`src/q2e_pkg.sv`:
```
// Shared types, constants and the arctangent table for the quaternion to Euler core.
// No dependencies; every other file of the block refers to this package.
`timescale 1ns / 1ps

package q2e_pkg;

	localparam int CORDIC_STAGES_DEF = 16;
	localparam int ANGLE_WIDTH_DEF   = 16;
	localparam int ATAN_TAB_LEN      = 24;
	localparam int SQRT_STEPS        = 32;

	localparam logic [11:0] MARGIN_RESET = 12'd1;

	localparam logic [1:0] LOCK_NONE = 2'd0;
	localparam logic [1:0] LOCK_POS  = 2'd1;
	localparam logic [1:0] LOCK_NEG  = 2'd2;

	localparam logic [31:0] ANG_PI      = 32'h8000_0000;
	localparam logic [31:0] ANG_HALF_PI = 32'h4000_0000;
	localparam logic [31:0] ANG_NEG_HALF_PI = 32'hC000_0000;

	// One CORDIC lane: operands and the accumulated 32-bit binary angle.
	typedef struct packed {
		logic signed [35:0] x;
		logic signed [35:0] y;
		logic [31:0]        ang;
		logic               zero;
	} cordic_t;

	// Digit-by-digit square root state: remainder and shifted root.
	typedef struct packed {
		logic [63:0] rem;
		logic [63:0] root;
	} sqrt_t;

	// Data that rides alongside the square root cells.
	typedef struct packed {
		logic signed [35:0] yaw_x;
		logic signed [35:0] yaw_y;
		logic signed [35:0] roll_x;
		logic signed [35:0] roll_y;
		logic [31:0]        asin_a;
		logic               s_neg;
		logic [1:0]         lock;
	} carry_t;

	// atan(2^-i) as a 32-bit binary angle.
	function automatic logic [31:0] atan_entry(input int idx);
		logic [31:0] r;
		unique case (idx)
			0: r = 32'h20000000;  1: r = 32'h12E4051E;  2: r = 32'h09FB385B;
			3: r = 32'h051111D4;  4: r = 32'h028B0D43;  5: r = 32'h0145D7E1;
			6: r = 32'h00A2F61E;  7: r = 32'h00517C55;  8: r = 32'h0028BE53;
			9: r = 32'h00145F2F; 10: r = 32'h000A2F98; 11: r = 32'h000517CC;
			12: r = 32'h00028BE6; 13: r = 32'h000145F3; 14: r = 32'h0000A2FA;
			15: r = 32'h0000517D; 16: r = 32'h000028BE; 17: r = 32'h0000145F;
			18: r = 32'h00000A30; 19: r = 32'h00000518; 20: r = 32'h0000028C;
			21: r = 32'h00000146; 22: r = 32'h000000A3; 23: r = 32'h00000051;
			default: r = 32'h0;
		endcase
		return r;
	endfunction

endpackage

```
`src/q2e_cordic_cell.sv`:
```
// One vectoring CORDIC micro-rotation with a fixed shift and table angle.
// Depends on q2e_pkg.
`timescale 1ns / 1ps

module q2e_cordic_cell #(
	parameter int IDX = 0
) (
	input  logic             clk,
	input  logic             en,
	input  q2e_pkg::cordic_t in_st,
	output q2e_pkg::cordic_t out_st
);

	localparam logic [31:0] ATAN = q2e_pkg::atan_entry(IDX);

	logic signed [35:0] dx, dy;
	q2e_pkg::cordic_t   nxt;

	always_comb begin
		dx  = in_st.y >>> IDX;
		dy  = in_st.x >>> IDX;
		nxt = in_st;
		if (!in_st.y[35]) begin
			nxt.x   = in_st.x + dx;
			nxt.y   = in_st.y - dy;
			nxt.ang = in_st.ang + ATAN;
		end else begin
			nxt.x   = in_st.x - dx;
			nxt.y   = in_st.y + dy;
			nxt.ang = in_st.ang - ATAN;
		end
	end

	always_ff @(posedge clk) begin
		if (en) out_st <= nxt;
	end

endmodule

```
`config.mk`:
```
export PLATFORM = sky130hd
export DESIGN_NAME = q2e_cordic_cell
export DESIGN_NICKNAME = d
export VERILOG_FILES = /design/src/q2e_pkg.sv /design/src/q2e_cordic_cell.sv
export SDC_FILE = /design/constraint.sdc
export NUM_CORES = 1
export LEC_CHECK = 0
export BUFFER_PORTS_ARGS = -buffer_cell sky130_fd_sc_hd__buf_2
export CORE_UTILIZATION = 25
export DETAILED_ROUTE_END_ITERATION = 10
export PLACE_DENSITY = 0.45
export SLEW_MARGIN = 20
export SYNTH_ARGS = -nofsm -noshare
export SYNTH_HDL_FRONTEND = slang
export SYNTH_SLANG_ARGS = --single-unit
```
`constraint.sdc`:
```
create_clock -name clk -period 3.8 [get_ports clk]
set_input_delay 0.19 -clock clk [delete_from_list [all_inputs] [get_ports clk]]
set_output_delay 0.19 -clock clk [all_outputs]
set_load 0.01 [all_outputs]
```
==> impl_metrics.tcl <==
set metrics [dict create \
    grt_start_max_net_pins 55 \
    antenna_violating_nets_post_route 0 \
    timing.hold.worst_path_depth 2 \
    holdCritPathClass "input port to flop" \
    hpwl_mm 28.8 \
    netlist_instances 1113 \
    grtUsageTotal_pct 18.1 \
    synth_common_cells "a21oi_1 (117), ha_1 (109), inv_1 (105), edfxtp_1 (104), nor2_1 (81)" \
    final_report_hold_violation_count 0 \
    chipWidth_um 200 \
    comb_power_share_pct 38.2 \
    vias_per_cell 4.96 \
    post-route-min-period_ps 3230 \
    drive_gt1_share_pct 20.6 \
    core.rowCount 72 \
    synth.top_cells.by_area "edfxtp_1 (32%), ha_1 (14%), a21oi_1 (6.0%)" \
    type_of_origin_of_the_critical_path "input port" \
    yosysWarnings 0 \
    maxClockFrequency_ghz 0.309 \
    layout.filler_cells 4207 \
    portBuffers 211 \
    synth_nets 1333 \
    ctsHtreeMaxLevel 3 \
    final.setup.worst_slack_ps 568 \
    synthMostInstantiatedCell "a21oi_1" \
    yosys.cell_types.count 79 \
    detail_route.iter0.violations 590 \
    design.portCount 212 \
    cts_made_buffers 9 \
    power_switching_mw 1.55 \
    timing.final.setup_violations 0 \
    drt-pass1-iter-count 5 \
    starting_density_pct 25.3 \
    power.density_nw_per_um2 349 \
    avgSynthCellArea_um2 8.77 \
    yosys_most_used_dff "edfxtp_1" \
    number_of_remaining_drc_errors 0 \
    clock-sinks 104 \
    grt_first_pass_wirelength_mm 53.8 \
    via_count_of_the_first_global_routing_pass 9035 \
    status "finished clean" \
    final_min_period_over_clock_period_pct 85.1 \
    number_of_flip_flops_under_the_largest_register_name 104 \
    total_leakage_power_nw 5.32 \
    share_seq_of_total_power_pct 36.0 \
    detailroute.via_count 9283 \
    max_flop_register "out_st" \
    wirelength_mm 36.5 \
    power.share.clock_pct 25.8 \
    registers_with_the_most_flip_flops "out_st (104)" \
    synth.largest_area_cell "edfxtp_1" \
    cts_root_buffer "clkbuf_16" \
    nNetsFinal 1568 \
    rsz_0062_raised_after_global_routing "false" \
    worst-endpoint-arrival_ps 3380 \
    die-height_um 200 \
    worst-endpoint-required_ps 3940 \
    edff_count_synth 104 \
    asyncSetResetFlopFracSynth_pct 0 \
    crit_path_end_kind "flop" \
    synthDominantCellAreaShare_pct 32.0 \
    internal_power_mw 2.68 \
    tritoncts_clock_tree "yes" \
    avgRoutedWirePerCell_um 19.5 \
    maximum_ir_drop_on_the_vdd_rail_uv 232 \
    slew_headroom_pct 42.3 \
    worst-setup-path-type "input port to flop" \
    gp_congestion 0.908 \
    core-area_um2 38600 \
    yosys_register_bits 104 \
    die_area_um2 39900 \
    clk_transition_reported_paths_ps 80 \
    flow.area_growth_from_synthesis_pct 24.3 \
    worstMarginPinSlew_ps 858 \
    seq_area_frac_synth_pct 32.0 \
    dp_slack_ps 279 \
    power.switching_fraction_pct 36.6 \
    drv.max_cap_violation_count 0 \
    cts-root-to-sink-buffers 2 \
    fin_setup_tns_ps 0 \
    grt_overflow_total 0 \
    timing.critical_path.fanout_max 12 \
    grt_antenna_before_repair 1 \
    final_max_slew_viol_count 0 \
    mappedNetlistArea_um2 9760 \
]
[layout make-up]
class	count	area (µm²)	share of cell area, %
timing repair buffer	273	1600	13.2
clock inverter	5	87.6	0.722
multi-input combinational	850	6030	49.7
sequential	104	3120	25.7
antenna	2	5.00	0.0412
inverter	110	413	3.40
clock buffer	11	233	1.92
tap	518	648	5.34
[cells in the final DEF, fill, tap and decap left out, types with 5 or more instances in the layout]
cell type	n
dlygate4sd3_1	30
xnor2_1	58
a21oi_1	117
nor2_1	81
nor4_1	11
nor2b_1	23
a21o_1	28
or3_1	6
a211oi_1	11
nor3_1	23
ha_1	109
a31oi_1	13
buf_2	210
nand2_1	67
o21ai_0	75
o21a_1	7
inv_1	105
or2_2	8
edfxtp_1	104
o31a_1	5
nand2b_1	13
xor2_1	10
o21bai_1	20
buf_4	33
nand4_1	9
o31ai_1	6
nand3_1	13
mux2i_1	25
and2_1	6
and3_1	9
clkbuf_16	9
a221o_1	5
o211ai_1	13
[cell families (layout without fill, tap and decap cells)]
| logic type | Yosys count | after routing | synth area share [%] |
|---|---|---|---|
| and+or+nand+nor | 287 | 287 | 14.6 |
| muxes | 25 | 25 | 2.56 |
| AOI/OAI and AO/OA | 357 | 357 | 23.6 |
| DFF | 104 | 104 | 32.0 |
| xor gates and xnor gates | 68 | 68 | 6.10 |
| other | 0 | 2 | 0 |
| adders and majority gates | 113 | 113 | 14.8 |
| buffers and inverters | 159 | 399 | 6.30 |
[worst max-delay path, stage by stage]
cell,delay (ps)
buf_2,110
inv_1,40
ha_1,520
and4_1,320
o211ai_1,100
a21oi_1,330
o31a_1,280
a31oi_1,150
o21ai_0,340
nor4b_1,490
buf_4,210
o22ai_1,120
xnor2_1,160
[worst paths after layout]
path | startpoint | to
max | in_st[41] | out_st[104]
min | in_st[30] | out_st[30]
[power groups by stage]
stage	Sequential (mW)	Clock (mW)	Combinational (mW)
after global routing	1.54	1.17	1.76
after CTS	1.53	1.15	1.61
after floorplan	1.64	0	0.848
after global placement	1.55	0	1.58
final	1.52	1.09	1.62
after detailed placement	1.55	0	1.57
[what timing repair did]
action | 4_1_cts | 5_1_grt
gates resized for setup | 0 | 0
hold endpoints to repair | 30 | 0
setup endpoints to repair | 0 | 0
setup buffers | 0 | 0
hold buffers | 30 | 0
[metrics by stage]
stage | utilization [%] | power (mW) | hold WS (ps) | std cells | instance area, µm²
4_1_cts | 31.5 | 4.29 | 83.3 | 1871 | 12100
5_1_grt | 31.5 | 4.48 | 98.7 | 1871 | 12100
3_5_place_dp | 29.8 | 3.13 | 368 | 1825 | 11500
3_3_place_gp | 29.8 | 3.13 | 367 | 1825 | 11500
6_report | 31.5 | 4.24 | 104 | 1873 | 12100
2_1_floorplan | - | 2.49 | 289 | 1113 | 9760
[per-layer routing]
layer / up-vias / global-route usage, % / wire (µm)
met3: 39 / 3.19 / 2300
met2: 324 / 27.6 / 16000
li1: 4472 / - / -
met1: 4448 / 25.2 / 17300
met5: - / 0 / 0
met4: 0 / 6.96 / 882
No activity file was read; power rests on OpenSTA's default activity.
