==> src/q2e_pkg.sv <==
// Shared types, constants and the arctangent table for the quaternion to Euler core.
// No dependencies; every other file of the block refers to this package.
`timescale 1ns / 1ps

package q2e_pkg;

	localparam int CORDIC_STAGES_DEF = 16;
	localparam int ANGLE_WIDTH_DEF   = 16;
	localparam int ATAN_TAB_LEN      = 24;
	localparam int SQRT_STEPS        = 32;

	localparam logic [11:0] MARGIN_RESET = 12'd1;

	localparam logic [1:0] LOCK_NONE = 2'd0;
	localparam logic [1:0] LOCK_POS  = 2'd1;
	localparam logic [1:0] LOCK_NEG  = 2'd2;

	localparam logic [31:0] ANG_PI      = 32'h8000_0000;
	localparam logic [31:0] ANG_HALF_PI = 32'h4000_0000;
	localparam logic [31:0] ANG_NEG_HALF_PI = 32'hC000_0000;

	// One CORDIC lane: operands and the accumulated 32-bit binary angle.
	typedef struct packed {
		logic signed [35:0] x;
		logic signed [35:0] y;
		logic [31:0]        ang;
		logic               zero;
	} cordic_t;

	// Digit-by-digit square root state: remainder and shifted root.
	typedef struct packed {
		logic [63:0] rem;
		logic [63:0] root;
	} sqrt_t;

	// Data that rides alongside the square root cells.
	typedef struct packed {
		logic signed [35:0] yaw_x;
		logic signed [35:0] yaw_y;
		logic signed [35:0] roll_x;
		logic signed [35:0] roll_y;
		logic [31:0]        asin_a;
		logic               s_neg;
		logic [1:0]         lock;
	} carry_t;

	// atan(2^-i) as a 32-bit binary angle.
	function automatic logic [31:0] atan_entry(input int idx);
		logic [31:0] r;
		unique case (idx)
			0: r = 32'h20000000;  1: r = 32'h12E4051E;  2: r = 32'h09FB385B;
			3: r = 32'h051111D4;  4: r = 32'h028B0D43;  5: r = 32'h0145D7E1;
			6: r = 32'h00A2F61E;  7: r = 32'h00517C55;  8: r = 32'h0028BE53;
			9: r = 32'h00145F2F; 10: r = 32'h000A2F98; 11: r = 32'h000517CC;
			12: r = 32'h00028BE6; 13: r = 32'h000145F3; 14: r = 32'h0000A2FA;
			15: r = 32'h0000517D; 16: r = 32'h000028BE; 17: r = 32'h0000145F;
			18: r = 32'h00000A30; 19: r = 32'h00000518; 20: r = 32'h0000028C;
			21: r = 32'h00000146; 22: r = 32'h000000A3; 23: r = 32'h00000051;
			default: r = 32'h0;
		endcase
		return r;
	endfunction

endpackage

==> src/q2e_sqrt_cell.sv <==
// One digit step of the integer square root chain, two radicand bits per cell.
// Depends on q2e_pkg.
`timescale 1ns / 1ps

module q2e_sqrt_cell #(
	parameter int STEP = 0
) (
	input  logic            clk,
	input  logic            en,
	input  q2e_pkg::sqrt_t  in_st,
	output q2e_pkg::sqrt_t  out_st
);

	localparam logic [63:0] BIT = 64'd1 << (62 - 2 * STEP);

	logic [63:0]    trial;
	q2e_pkg::sqrt_t nxt;

	always_comb begin
		trial = in_st.root + BIT;
		if (in_st.rem >= trial) begin
			nxt.rem  = in_st.rem - trial;
			nxt.root = (in_st.root >> 1) + BIT;
		end else begin
			nxt.rem  = in_st.rem;
			nxt.root = in_st.root >> 1;
		end
	end

	always_ff @(posedge clk) begin
		if (en) out_st <= nxt;
	end

endmodule

==> config.mk <==
export PLATFORM = sky130hd
export DESIGN_NAME = q2e_sqrt_cell
export DESIGN_NICKNAME = d
export VERILOG_FILES = /design/src/q2e_pkg.sv /design/src/q2e_sqrt_cell.sv
export SDC_FILE = /design/constraint.sdc
export NUM_CORES = 1
export LEC_CHECK = 0
export BUFFER_PORTS_ARGS = -buffer_cell sky130_fd_sc_hd__buf_2
export CORE_MARGIN = 2
export CORE_UTILIZATION = 45
export CTS_CLUSTER_DIAMETER = 40
export DETAILED_ROUTE_END_ITERATION = 8
export PLACE_DENSITY = 0.79
export SLEW_MARGIN = 40
export SYNTH_ARGS = -nofsm -noshare
export SYNTH_HDL_FRONTEND = slang
export SYNTH_SLANG_ARGS = --single-unit
==> constraint.sdc <==
create_clock -name clk -period 4.9 [get_ports clk]
set_input_delay 0.98 -clock clk [delete_from_list [all_inputs] [get_ports clk]]
set_output_delay 0.98 -clock clk [all_outputs]
set_load 0.01 [all_outputs]
==> impl_results.md <==
- Post-layout minimum cycle time: 4.13 ns
- Placement row count: 50
- Syn_nets: 1,080
- XOR/XNOR Fraction of Synth Area: 5.70%
- Fin. Hold Viols: 0
- Post-synthesis simple-gate area fraction: 13.2%
- Setup crit end kind: flip-flop
- Worst Path Required: 5.08 ns
- Worst Path Arrival: 4.31 ns
- CTS root buffer: clkbuf_16
- Crit path launch: in_st[16]
- All-Layer GR Usage: 22.2%
- Max Freq: 242 MHz
- CTS Buffer Depth: 2
- Area Overhead vs Synth: 24.5%
- Number of global-route vias before repair: 7,230
- Largest registers: out_st (128)
- DRC viols: 0
- Leakage power: 4.97 nW
- Hpwl dp: 17,700 um
- Port Buffer Count: 257
- Full die area: 20,300 um2
- Number of synthesized flops with an enable pin: 128
- Final GP Congestion: 0.887
- Initial core utilization: 45.9%
- Area of the core: 18,800 um2
- Max IR drop VDD: 240 uV
- Htree depth: 4
- HP Class: in -> reg
- TritonCTS buffer count: 17
- Crit Path Category: in -> reg
- Post-cts gate resize count: 0
- Syn Area/Cell: 9.73 um2
- Post-Route Setup TNS: 0 ns
- CTS clk-pin slew, worst paths: 0.06 ns
- Nets: 1,329
- Synth Instances: 885
- Slew Limit Fails: 0
- Worst Max-Slew Pin Slew: 0.711 ns
- Mapped cell area: 8610 um2
- CTS sink count: 128
- Multiplexer share of the synthesized area: 1.95%
- CP max-delay cell: o41ai_4
- First-pass GRT wire length: 35,700 um
- Max Cap Viol: 0
- Compound-cell area share of the yosys netlist: 19.8%
- Grt total ovfl: 0
- Post-route ant nets: 0
- Layout cells sized above 1: 27.3%
- Crit path capture: out_st[82]
- Seq cells post-synth: 128
- IO Pins: 258
- Largest family of logic cells by synthesized area: compound AO/OA/AOI/OAI gates
- Crit-path max FO: 19
- Status: finished, final reports clean
- RSZ-0062 raised after global routing: false
- Largest net degree at the start of global routing: 65
- CP startpoint kind: input port
- WL final: 23,000 um
- Die Wd: 142 um
- Area share of fa/ha/maj cells after synthesis: 9.53%
- CP cell instances: buf_2, inv_1, ha_1, and2_1, nand3_1, or3_1, a41o_1, nor3_2, o21ai_1, o41ai_4, buf_4, mux2_2
- Pre-Repair DR Iteration Count: 5
- Main synth FF type: edfxtp_1
- Vias: 7,614
- # Post-CTS Setup Buffers: 0
- Fill cells: 1,632
- Cell depth of the worst setup path: 12
- DR iter-0 viols: 679
- # setup viols final: 0
- Critical Path Max Stage Delay: 0.68 ns
- Max reg flops: 128
- CTS tree: built
- PwrDens: 339 nW/um2
- Asr flop ratio synth: 0%
- Total power: 3.63 mW
- Vias per cell: 5.51
- Initial antenna violation count: 3
- Max-Slew Margin vs Limit: 52.4%
- Most flop-heavy register: out_st
- WL per Instance: 16.6 um
- Count of cell types in the netlist: 58
- Die Height: 142 um
- Hold Buf Count CTS: 0
- CP Buf/Inv Count: 3
- Crit path max-delay family: compound AO/OA/AOI/OAI gates
- Register area share after synthesis: 44.6%
- Final Cycle Share: 84.3%
- Yosys warns: 0
==> cell usage in the layout (no fill, tap or decap), types with 5 or more instances in the layout <==
| cell | count |
|---|---|
| buf_2 | 256 |
| edfxtp_1 | 128 |
| a21oi_1 | 111 |
| nor2_1 | 82 |
| inv_1 | 78 |
| ha_1 | 64 |
| nand2_1 | 52 |
| a21o_1 | 49 |
| o21ai_0 | 40 |
| xnor2_1 | 36 |
| xor2_1 | 20 |
| nand4_1 | 18 |
| clkbuf_16 | 17 |
| nand3_1 | 14 |
| and3_1 | 13 |
| o21bai_1 | 11 |
| nor3_1 | 11 |
| and2_1 | 10 |
| nor2b_1 | 10 |
| mux2_2 | 10 |
| o211ai_1 | 7 |
| a31oi_1 | 7 |
| o21a_1 | 7 |
| buf_4 | 7 |
| a21boi_0 | 5 |
| a41oi_1 | 5 |
| o31a_1 | 5 |
==> layout make-up <==
class                   instances  area [um2]  area share (%)
flip-flops and latches        128        3840            35.9
clock buffers                  19         433            4.04
inverters                      78         293            2.73
multi-input cells             642        4320            40.3
well taps                     234         293            2.73
diodes                          2        5.00          0.0467
clock inverters                12         120            1.12
repair buffers                267        1410            13.2
==> per-layer routing <==
| layer | wire [um] | vias to the layer above | track usage (%) |
|---|---|---|---|
| met4 | 484 | 2 | 7.14 |
| met1 | 10100 | 3501 | 28.9 |
| met3 | 1640 | 46 | 5.22 |
| met2 | 10800 | 331 | 36.9 |
| met5 | 13 | - | 0 |
| li1 | - | 3734 | - |
==> logic make-up (layout without fill, tap and decap cells) <==
group / Yosys count / count (layout)
buffers and inverters: 115 / 376
DFF: 128 / 128
muxes: 15 / 15
xor gates and xnor gates: 56 / 56
and+or+nand+nor: 234 / 234
other: 0 / 2
AOI/OAI and AO/OA: 272 / 272
adders and majority gates: 65 / 65
==> worst min-delay path by stage <==
| stage | from | endpoint | slack, ns | depth (start not counted) |
|---|---|---|---|---|
| floorplan | in_st[1] | out_st[0] | 1.08 | 0 |
| global placement | in_st[7] | out_st[6] | 1.17 | 1 |
| detailed placement | in_st[53] | out_st[52] | 1.17 | 1 |
| CTS | in_st[61] | out_st[60] | 0.73 | 1 |
| global route | in_st[55] | out_st[54] | 0.73 | 1 |
| finish | in_st[53] | out_st[52] | 0.73 | 1 |
==> metrics by stage <==
step | setup WS (ns) | cell area [um2] | util, % | std cells | hold slack (ns)
6_report | 0.770 | 10700 | 57.1 | 1382 | 0.731
3_3_place_gp | 0.462 | 10100 | 54.0 | 1348 | 1.17
5_1_grt | 0.556 | 10700 | 57.1 | 1382 | 0.726
4_1_cts | 0.802 | 10700 | 57.1 | 1380 | 0.728
2_1_floorplan | 1.06 | 8610 | - | 885 | 1.08
3_5_place_dp | 0.365 | 10200 | 54.1 | 1349 | 1.17
==> synthesized netlist by cell type (11+ instances only) <==
library cell / n / area, um2
a21o_1: 49 / 368
a21oi_1: 111 / 556
and3_1: 13 / 81.3
buf_2: 11 / 55.1
clkbuf_1: 25 / 93.8
edfxtp_1: 128 / 3840
ha_1: 64 / 801
inv_1: 78 / 293
nand2_1: 52 / 195
nand3_1: 14 / 70.1
nand4_1: 18 / 113
nor2_1: 82 / 308
nor3_1: 11 / 55.1
o21ai_0: 40 / 200
o21bai_1: 11 / 82.6
xnor2_1: 36 / 315
xor2_1: 20 / 175
==> where the power goes <==
group	leakage, nW	total [mW]	switching, mW	internal, mW
Sequential	1.25	1.40	0.0302	1.37
Combinational	3.44	1.01	0.584	0.422
Clock	0.267	1.23	0.489	0.738
(Power assumes the default switching activity.)
